$ cat src/rtl/gbfad_pkg.sv
// shared types and constants of the gb2312 font address decoder
`timescale 1ns / 1ps
package gbfad_pkg;

   // glyph widths in display columns
   localparam int WIDE_GLYPH_WIDTH   = 16;
   localparam int NARROW_GLYPH_WIDTH = 8;

   localparam logic [7:0] WIDE_STEP   = 8'(WIDE_GLYPH_WIDTH);
   localparam logic [7:0] NARROW_STEP = 8'(NARROW_GLYPH_WIDTH);

   // byte codes
   localparam logic [7:0] LEAD_HI_FIRST = 8'hB0;
   localparam logic [7:0] LEAD_HI_LAST  = 8'hF7;
   localparam logic [7:0] LEAD_LO_FIRST = 8'hA1;
   localparam logic [7:0] LEAD_LO_LAST  = 8'hA3;
   localparam logic [7:0] TRAIL_FIRST   = 8'hA1;
   localparam logic [7:0] ASCII_FIRST   = 8'h20;
   localparam logic [7:0] ASCII_LAST    = 8'h7E;
   localparam logic [7:0] NUL_BYTE      = 8'h00;

   // font rom layout
   localparam int          ROW_SIZE     = 94;
   localparam int          HI_BASE      = 846;
   localparam int          WIDE_BYTES   = 32;
   localparam int          NARROW_BYTES = 16;
   localparam logic [17:0] NARROW_BASE  = 18'h3CF80;

   // glyph kind codes
   localparam logic KIND_WIDE   = 1'b0;
   localparam logic KIND_NARROW = 1'b1;

   typedef struct packed {
      logic [7:0] text_byte;
      logic       last_byte;
      logic [7:0] start_column;
      logic [7:0] page_number;
      logic       reverse_video;
   } request_type;

   typedef struct packed {
      logic        glyph_valid;
      logic        glyph_kind;
      logic [17:0] font_address;
      logic [7:0]  glyph_column;
      logic [7:0]  glyph_page;
      logic        glyph_reverse;
      logic        string_done;
      logic [7:0]  end_column;
   } result_type;

endpackage

$ cat src/rtl/gbfad_decode.sv
// string state and byte decode of the gb2312 font address decoder
`timescale 1ns / 1ps
module gbfad_decode
   import gbfad_pkg::*;
(
   input  logic        clock,
   input  logic        reset,
   input  logic        req_fire,
   input  request_type req_item,
   output logic        res_produce,
   output result_type  res_item
);

   logic       lead_pending_ff, lead_pending_in;
   logic [7:0] lead_byte_ff, lead_byte_in;
   logic [7:0] next_column_ff, next_column_in;
   logic [7:0] drawn_column_ff, drawn_column_in;
   logic       in_string_ff, in_string_in;
   logic [7:0] held_page_ff, held_page_in;
   logic       held_reverse_ff, held_reverse_in;

   logic        starting, pend, last, wide, narrow, lead_new, glyph, lead_hi;
   logic [7:0]  b, col_base, drawn_base, col_next, lead_off, trail_off, ascii_off;
   logic [7:0]  page_eff;
   logic        reverse_eff;
   logic [12:0] wide_index;
   logic [17:0] wide_addr, narrow_addr;

   always_comb begin
      b           = req_item.text_byte;
      starting    = !in_string_ff;
      col_base    = starting ? req_item.start_column : next_column_ff;
      drawn_base  = starting ? 8'd0 : drawn_column_ff;
      page_eff    = starting ? req_item.page_number : held_page_ff;
      reverse_eff = starting ? req_item.reverse_video : held_reverse_ff;
      pend        = starting ? 1'b0 : lead_pending_ff;
      last        = req_item.last_byte || (b == NUL_BYTE);

      wide     = pend && (b >= TRAIL_FIRST);
      lead_new = !wide && (b != NUL_BYTE) && !last &&
                 (b inside {[LEAD_HI_FIRST:LEAD_HI_LAST], [LEAD_LO_FIRST:LEAD_LO_LAST]});
      narrow   = !wide && !lead_new && (b inside {[ASCII_FIRST:ASCII_LAST]});
      glyph    = wide || narrow;

      // double-byte address from the held lead byte and this trail byte
      lead_hi    = lead_byte_ff >= LEAD_HI_FIRST;
      lead_off   = lead_hi ? (lead_byte_ff - LEAD_HI_FIRST) : (lead_byte_ff - LEAD_LO_FIRST);
      trail_off  = b - TRAIL_FIRST;
      wide_index = 13'(lead_off[6:0]) * 13'(ROW_SIZE) + 13'(trail_off[6:0])
                 + (lead_hi ? 13'(HI_BASE) : 13'd0);
      wide_addr  = 18'(wide_index) * 18'(WIDE_BYTES);

      ascii_off   = b - ASCII_FIRST;
      narrow_addr = 18'(ascii_off[6:0]) * 18'(NARROW_BYTES) + NARROW_BASE;

      col_next = col_base + (narrow ? NARROW_STEP : WIDE_STEP);

      lead_pending_in = lead_new;
      lead_byte_in    = lead_new ? b : lead_byte_ff;
      next_column_in  = glyph ? col_next : col_base;
      drawn_column_in = glyph ? col_next : drawn_base;
      in_string_in    = !last;
      held_page_in    = page_eff;
      held_reverse_in = reverse_eff;

      res_produce           = glyph || last;
      res_item.glyph_valid  = glyph;
      res_item.glyph_kind   = narrow ? KIND_NARROW : KIND_WIDE;
      res_item.font_address = narrow ? narrow_addr : (wide ? wide_addr : 18'd0);
      res_item.glyph_column = glyph ? col_base : 8'd0;
      res_item.glyph_page   = glyph ? page_eff : 8'd0;
      res_item.glyph_reverse = glyph && reverse_eff;
      res_item.string_done  = last;
      res_item.end_column   = last ? drawn_column_in : 8'd0;
   end

   always_ff @(posedge clock) begin
      if (reset) begin
         lead_pending_ff <= 1'b0;
         lead_byte_ff    <= 8'd0;
         next_column_ff  <= 8'd0;
         drawn_column_ff <= 8'd0;
         in_string_ff    <= 1'b0;
         held_page_ff    <= 8'd0;
         held_reverse_ff <= 1'b0;
      end else if (req_fire) begin
         lead_pending_ff <= lead_pending_in;
         lead_byte_ff    <= lead_byte_in;
         next_column_ff  <= next_column_in;
         drawn_column_ff <= drawn_column_in;
         in_string_ff    <= in_string_in;
         held_page_ff    <= held_page_in;
         held_reverse_ff <= held_reverse_in;
      end
   end

   // a lead byte only waits inside a string
   a_pending_in_string: assert property (@(posedge clock) disable iff (reset)
      lead_pending_ff |-> in_string_ff)
      else $error("lead byte pending outside a string");

   // the final byte closes the string
   a_last_closes: assert property (@(posedge clock) disable iff (reset)
      req_fire && last |=> !in_string_ff && !lead_pending_ff)
      else $error("string still open after its final byte");

   // a done transaction always comes with a result
   a_done_produces: assert property (@(posedge clock) disable iff (reset)
      req_fire && last |-> res_produce && res_item.string_done)
      else $error("final byte gave no done result");

endmodule

$ cat src/rtl/gbfad_skid.sv
// output register with skid stage for the result channel
`timescale 1ns / 1ps
module gbfad_skid
   import gbfad_pkg::*;
(
   input  logic       clock,
   input  logic       reset,
   input  logic       push,
   input  result_type push_item,
   output logic       push_ready,
   output logic       out_valid,
   input  logic       out_ready,
   output result_type out_item
);

   logic       out_valid_ff, out_valid_in;
   logic       skid_valid_ff, skid_valid_in;
   result_type out_item_ff, out_item_in;
   result_type skid_item_ff, skid_item_in;
   logic       out_free;

   always_comb begin
      out_free      = !out_valid_ff || out_ready;
      out_valid_in  = out_valid_ff;
      skid_valid_in = skid_valid_ff;
      out_item_in   = out_item_ff;
      skid_item_in  = skid_item_ff;
      if (out_free) begin
         if (skid_valid_ff) begin
            out_item_in   = skid_item_ff;
            out_valid_in  = 1'b1;
            skid_valid_in = 1'b0;
         end else begin
            out_item_in  = push_item;
            out_valid_in = push;
         end
      end else if (push) begin
         skid_item_in  = push_item;
         skid_valid_in = 1'b1;
      end
   end

   always_ff @(posedge clock) begin
      if (reset) begin
         out_valid_ff  <= 1'b0;
         skid_valid_ff <= 1'b0;
      end else begin
         out_valid_ff  <= out_valid_in;
         skid_valid_ff <= skid_valid_in;
      end
      out_item_ff  <= out_item_in;
      skid_item_ff <= skid_item_in;
   end

   assign push_ready = !skid_valid_ff;
   assign out_valid  = out_valid_ff;
   assign out_item   = out_item_ff;

   // the skid stage only fills behind a held output
   a_skid_behind_out: assert property (@(posedge clock) disable iff (reset)
      skid_valid_ff |-> out_valid_ff)
      else $error("skid holds data with empty output register");

   // a push into a stalled output lands in the skid stage
   a_push_stalled: assert property (@(posedge clock) disable iff (reset)
      push && out_valid_ff && !out_ready |=> skid_valid_ff)
      else $error("result lost on stalled output");

   // a drained output is refilled from the skid stage
   a_skid_drain: assert property (@(posedge clock) disable iff (reset)
      skid_valid_ff && out_ready |=> out_valid_ff && !skid_valid_ff)
      else $error("skid stage not moved to output");

endmodule

$ cat src/rtl/gb2312_font_address_decoder_top.sv
// top level of the gb2312 font address decoder
`timescale 1ns / 1ps
// usage
// - req channel carries one text byte per transaction; tlast marks the final
//   byte of a string, a zero byte also ends the string
// - start column, page and reverse flag are taken from the first transaction
//   of a string and ignored on later ones
// - rsp channel carries one transaction per placed glyph and one on the final
//   byte; a lead byte waiting for its trail byte and skipped bytes give none
// - a double-byte glyph is reported on its trail byte transaction
// - the result of a taken req transaction is registered in the output register
// - throughput: one byte per cycle while req_tready is high, set by the single
//   decode pass between the string state registers and the output register
// - when rsp stalls, one more result is caught in the skid stage and
//   req_tready drops until it drains; no transaction is dropped
// - reset (synchronous, active high) clears the string state and empties
//   the output register and skid stage
// - columns wrap modulo 256
module gb2312_font_address_decoder_top
   import gbfad_pkg::*;
(
   input  logic        clock,
   input  logic        reset,
   // input byte channel
   input  logic        req_tvalid,
   output logic        req_tready,
   input  logic [23:0] req_tdata,   // text_byte, start_column, page_number
   input  logic        req_tlast,   // last_byte
   input  logic [0:0]  req_tuser,   // reverse_video
   // glyph result channel
   output logic        rsp_tvalid,
   input  logic        rsp_tready,
   output logic [47:0] rsp_tdata,   // font_address, glyph_column, glyph_page,
                                    // end_column, zero fill
   output logic        rsp_tlast,   // string_done
   output logic [2:0]  rsp_tuser    // glyph_valid, glyph_kind, glyph_reverse
);

   request_type req_item;
   result_type  dec_item, out_item;
   logic        req_fire, dec_produce, push_ready;

   // unpack the request transaction
   assign req_item.text_byte     = req_tdata[7:0];
   assign req_item.start_column  = req_tdata[15:8];
   assign req_item.page_number   = req_tdata[23:16];
   assign req_item.last_byte     = req_tlast;
   assign req_item.reverse_video = req_tuser[0];

   assign req_tready = push_ready;
   assign req_fire   = req_tvalid && push_ready;

   // byte decode and string state
   gbfad_decode u_decode (
      .clock       (clock),
      .reset       (reset),
      .req_fire    (req_fire),
      .req_item    (req_item),
      .res_produce (dec_produce),
      .res_item    (dec_item)
   );

   // result register and skid stage
   gbfad_skid u_skid (
      .clock      (clock),
      .reset      (reset),
      .push       (req_fire && dec_produce),
      .push_item  (dec_item),
      .push_ready (push_ready),
      .out_valid  (rsp_tvalid),
      .out_ready  (rsp_tready),
      .out_item   (out_item)
   );

   // pack the result transaction
   assign rsp_tdata = {6'd0, out_item.end_column, out_item.glyph_page,
                       out_item.glyph_column, out_item.font_address};
   assign rsp_tlast = out_item.string_done;
   assign rsp_tuser = {out_item.glyph_reverse, out_item.glyph_kind, out_item.glyph_valid};

endmodule
$ cat config.mk
export PLATFORM = sky130hd
export DESIGN_NAME = gb2312_font_address_decoder_top
export DESIGN_NICKNAME = d
export VERILOG_FILES = /design/src/rtl/gbfad_pkg.sv /design/src/rtl/gbfad_decode.sv /design/src/rtl/gbfad_skid.sv /design/src/rtl/gb2312_font_address_decoder_top.sv
export SDC_FILE = /design/constraint.sdc
export NUM_CORES = 1
export LEC_CHECK = 0
export ABC_AREA = 1
export CAP_MARGIN = 20
export CORE_ASPECT_RATIO = 1.5
export CORE_MARGIN = 8
export CORE_UTILIZATION = 64
export DETAILED_ROUTE_END_ITERATION = 10
export DONT_BUFFER_PORTS = 1
export PLACE_DENSITY = 0.84
export SLEW_MARGIN = 25
export SYNTH_ARGS = -nofsm -noshare
export SYNTH_HDL_FRONTEND = slang
export SYNTH_SLANG_ARGS = --single-unit
$ cat constraint.sdc
create_clock -name clock -period 7.3 [get_ports clock]
set_clock_uncertainty 0.15 [all_clocks]
set_input_delay 0 -clock clock [delete_from_list [all_inputs] [get_ports clock]]
set_output_delay 0 -clock clock [all_outputs]
set_load 0.02 [all_outputs]
==> flow_metrics.env <==
export IMPL_drc=0
export IMPL_max_freq_ghz=0.163
export IMPL_met2_usage=0.429
export IMPL_gp_congestion=0.896
export IMPL_arrival_ns=6.12
export IMPL_cpMaxStageDelayCell="fa_1"
export IMPL_p_switching_uw=1420
export IMPL_p_int_uw=1990
export IMPL_rsz0062_at_grt="false"
export IMPL_ios=84
export IMPL_p_seq_frac=0.247
export IMPL_vias=5629
export IMPL_hp_class="input port to register"
export IMPL_cts_resized=0
export IMPL_reg2reg_depth=26
export IMPL_grt_util_met3=0.0431
export IMPL_die_height_um=145
export IMPL_timing_final_crit_share=0.841
export IMPL_antenna_cells=0
export IMPL_synthTopCellsByArea="edfxtp_1, dfxtp_1, nand2_1, ha_1, inv_1"
export IMPL_clock_root_buffer="clkbuf_16"
export IMPL_setup_violations=0
export IMPL_yosysSeqAreaShare=0.456
export IMPL_grt_util_met1=0.251
export IMPL_cp_endpoint="u_skid.skid_item_ff[43]"
export IMPL_p_leak_uw=0.00380
export IMPL_antenna_found_initial=0
export IMPL_num_fill_cells=743
export IMPL_worstReg2RegEnd="u_skid.skid_item_ff[43]"
export IMPL_p_comb_frac=0.495
export IMPL_dieArea_sq_um=14900
export IMPL_synth_top_area_frac=0.353
export IMPL_numCtsBuffers=17
export IMPL_cpMostUsedCell="nand2_1"
export IMPL_critPathLaunch="u_decode.lead_byte_ff[4]"
export IMPL_rrSetupSlack_ns=1.16
export IMPL_required_ns=7.28
export IMPL_grt_max_degree=52
export IMPL_grt_first_pass_wirelength_um=27600
export IMPL_synth_area_sq_um=7150
export IMPL_tns_ns=0
export IMPL_drive_gt1_frac=0.0675
export IMPL_area_growth_pct=13.6
export IMPL_hold_viol=0
export IMPL_switching_share=0.417
export IMPL_end_kind="register"
export IMPL_synthCells=808
export IMPL_placed_cells=932
export IMPL_cap_violations=0
export IMPL_yosys_most_used_dff="edfxtp_1"
export IMPL_critPathLaunchType="register"
export IMPL_start_util=0.650
export IMPL_clockBufferDepth=2
export IMPL_r2r_start="u_decode.lead_byte_ff[4]"
export IMPL_powerDensity_nw_per_um2=420
export IMPL_grt_pass1_vias=5559
export IMPL_std_cell_rows=47
export IMPL_core_area_sq_um=11000
export IMPL_path_clk_slew_ns=0.06
export IMPL_finalMaxSlewViolations=0
export IMPL_synth_warnings=0
export IMPL_die_w_um=102
export IMPL_ys_ff_latch=121
export IMPL_synth_edf_count=84
export IMPL_dp_hpwl_um=11800
export IMPL_place_port_buffers=0
export IMPL_synth_cell_type_count=46
export IMPL_tightest_slew_ns=0.749
export IMPL_relSlewSlack=0.500
export IMPL_worstSetupPathType="register to register"
export IMPL_outcome="complete, no violations"
export IMPL_top_usage_layer="met2"
export IMPL_clock_sinks=121
export IMPL_vdd_ir_drop_max_mv=0.467
export IMPL_via_per_inst=5.68
export IMPL_clockPowerShare=0.258
export IMPL_crit_fanout=9
export IMPL_finalPower_uw=3410
export IMPL_grt_usage=0.237
export IMPL_overflow=0
export IMPL_cpPeakStageDelay_ns=0.55
export IMPL_ant_nets=0
export IMPL_finalCriticalPeriod_ns=6.14
export IMPL_layoutNonFillerInstCount=991
export IMPL_cts_setup_buffers=0
export IMPL_drt_pass1_iter_count=6
export IMPL_async_flop_share=0
export IMPL_wl_per_cell_um=17.5
export IMPL_synth_top_area_cell="edfxtp_1"
export IMPL_cts_htree_levels=4
export IMPL_clk_latency_ns=0.40
export IMPL_synth_avg_cell_area_sq_um=8.85
export IMPL_finalWirelength_um=17400
export IMPL_final_nets=928
export IMPL_cts_tree="done"
export IMPL_drtIter0Drc=408
==> metrics by stage <==
| step | utilization | setup slack [ns] | cell area (sq um) | hold WS, ns |
|---|---|---|---|---|
| global route | 0.739 | 0.818 | 8120 | 0.0335 |
| detailed placement | 0.657 | 1.32 | 7230 | -0.0734 |
| finish | 0.739 | 1.16 | 8120 | 0.0319 |
| CTS | 0.739 | 1.19 | 8120 | 0.00463 |
| floorplan | - | 1.93 | 7190 | 0.0145 |
| global placement | 0.655 | 1.51 | 7200 | -0.0771 |
==> power groups by stage <==
stage / sequential [uW] / combinational, uW / clock (uW)
2_1_floorplan: 845 / 1280 / 0
3_3_place_gp: 853 / 1590 / 0
3_5_place_dp: 855 / 1640 / 0
4_1_cts: 841 / 1680 / 882
5_1_grt: 844 / 1900 / 916
6_report: 840 / 1690 / 880
==> repair_timing <==
action / 4_1_cts / 5_1_grt
endpoints found under the hold margin: 91 / 0
setup endpoints to repair: 0 / 0
hold buffers: 27 / 0
==> worst max-delay path: cells and delay by family, from the launching register on <==
family / cells / cell delay (ns)
adder cells (fa/ha/maj): 7 / 2.82
XOR/XNOR: 1 / 0.22
buffers and inverters: 5 / 0.52
AO/OA/AOI/OAI: 1 / 0.28
flip-flops: 1 / 0.35
AND/OR/NAND/NOR: 12 / 1.53
==> flip-flops by register name (all words and copies together) (netlist names) <==
signal	flops
u_decode.drawn_column_ff	8
u_decode.held_page_ff	8
u_decode.held_reverse_ff	1
u_decode.in_string_ff	1
u_decode.lead_byte_ff	8
u_decode.lead_pending_ff	1
u_decode.next_column_ff	8
u_skid.out_item	42
u_skid.out_valid	1
u_skid.skid_item_ff	42
u_skid.skid_valid_ff	1
==> worst min-delay path by stage <==
stage	startpoint	endpoint	cells past startpoint
2_1_floorplan	req_tdata[2]	u_decode.lead_byte_ff[2]	2
3_3_place_gp	reset	u_decode.lead_byte_ff[7]	1
3_5_place_dp	reset	u_decode.lead_pending_ff	1
4_1_cts	req_tdata[6]	u_skid.skid_item_ff[5]	3
5_1_grt	req_tdata[6]	u_skid.skid_item_ff[5]	3
6_report	req_tdata[6]	u_skid.skid_item_ff[5]	3
==> layer usage <==
metal,share of wire,vias to the layer above
li1,-,2666
met1,0.36,2646
met2,0.54,262
met3,0.058,55
met4,0.040,0
met5,0,-
==> cells in the final DEF, fill, tap and decap left out, types with 19 or more instances in the layout <==
cell type / count
nand2_1: 190
nor2_1: 54
a21oi_1: 44
inv_1: 116
o21ai_0: 52
nand3_1: 27
dlygate4sd3_1: 27
xor2_1: 20
dfxtp_1: 37
edfxtp_1: 84
o21ai_1: 19
ha_1: 49
==> final cells by class <==
type | count | area [sq um] | share of cell area
clock buffer | 17 | 425 | 0.0524
clock inverter | 15 | 199 | 0.0245
inverter | 123 | 463 | 0.0570
multi-input combinational | 537 | 3270 | 0.402
sequential | 121 | 3260 | 0.402
tap | 147 | 184 | 0.0226
timing repair buffer | 31 | 320 | 0.0394
==> cells in the mapped netlist (4+ instances only) <==
master and n:
buf_4 11, o21ai_0 52, inv_1 117, xnor2_1 6, xor2_1 20, fa_1 18, dfxtp_1 37, o21ai_2 9
buf_2 7, inv_2 4, clkbuf_1 14, o21ai_1 19, edfxtp_1 84, a21oi_1 44, ha_1 49, nand2_1 190
nor2_1 55, nand3_1 27, mux2i_1 9
==> cells by family after synthesis <==
logic type,count (synthesis),synth area share
XOR/XNOR,26,0.0318
multiplexers,9,0.0126
other,1,0.000524
AO/OA/AOI/OAI,141,0.111
buffers and inverters,159,0.0927
AND/OR/NAND/NOR,284,0.160
adder cells (fa/ha/maj),67,0.136
flip-flops,121,0.456
Power figures use the tool's default switching activity.
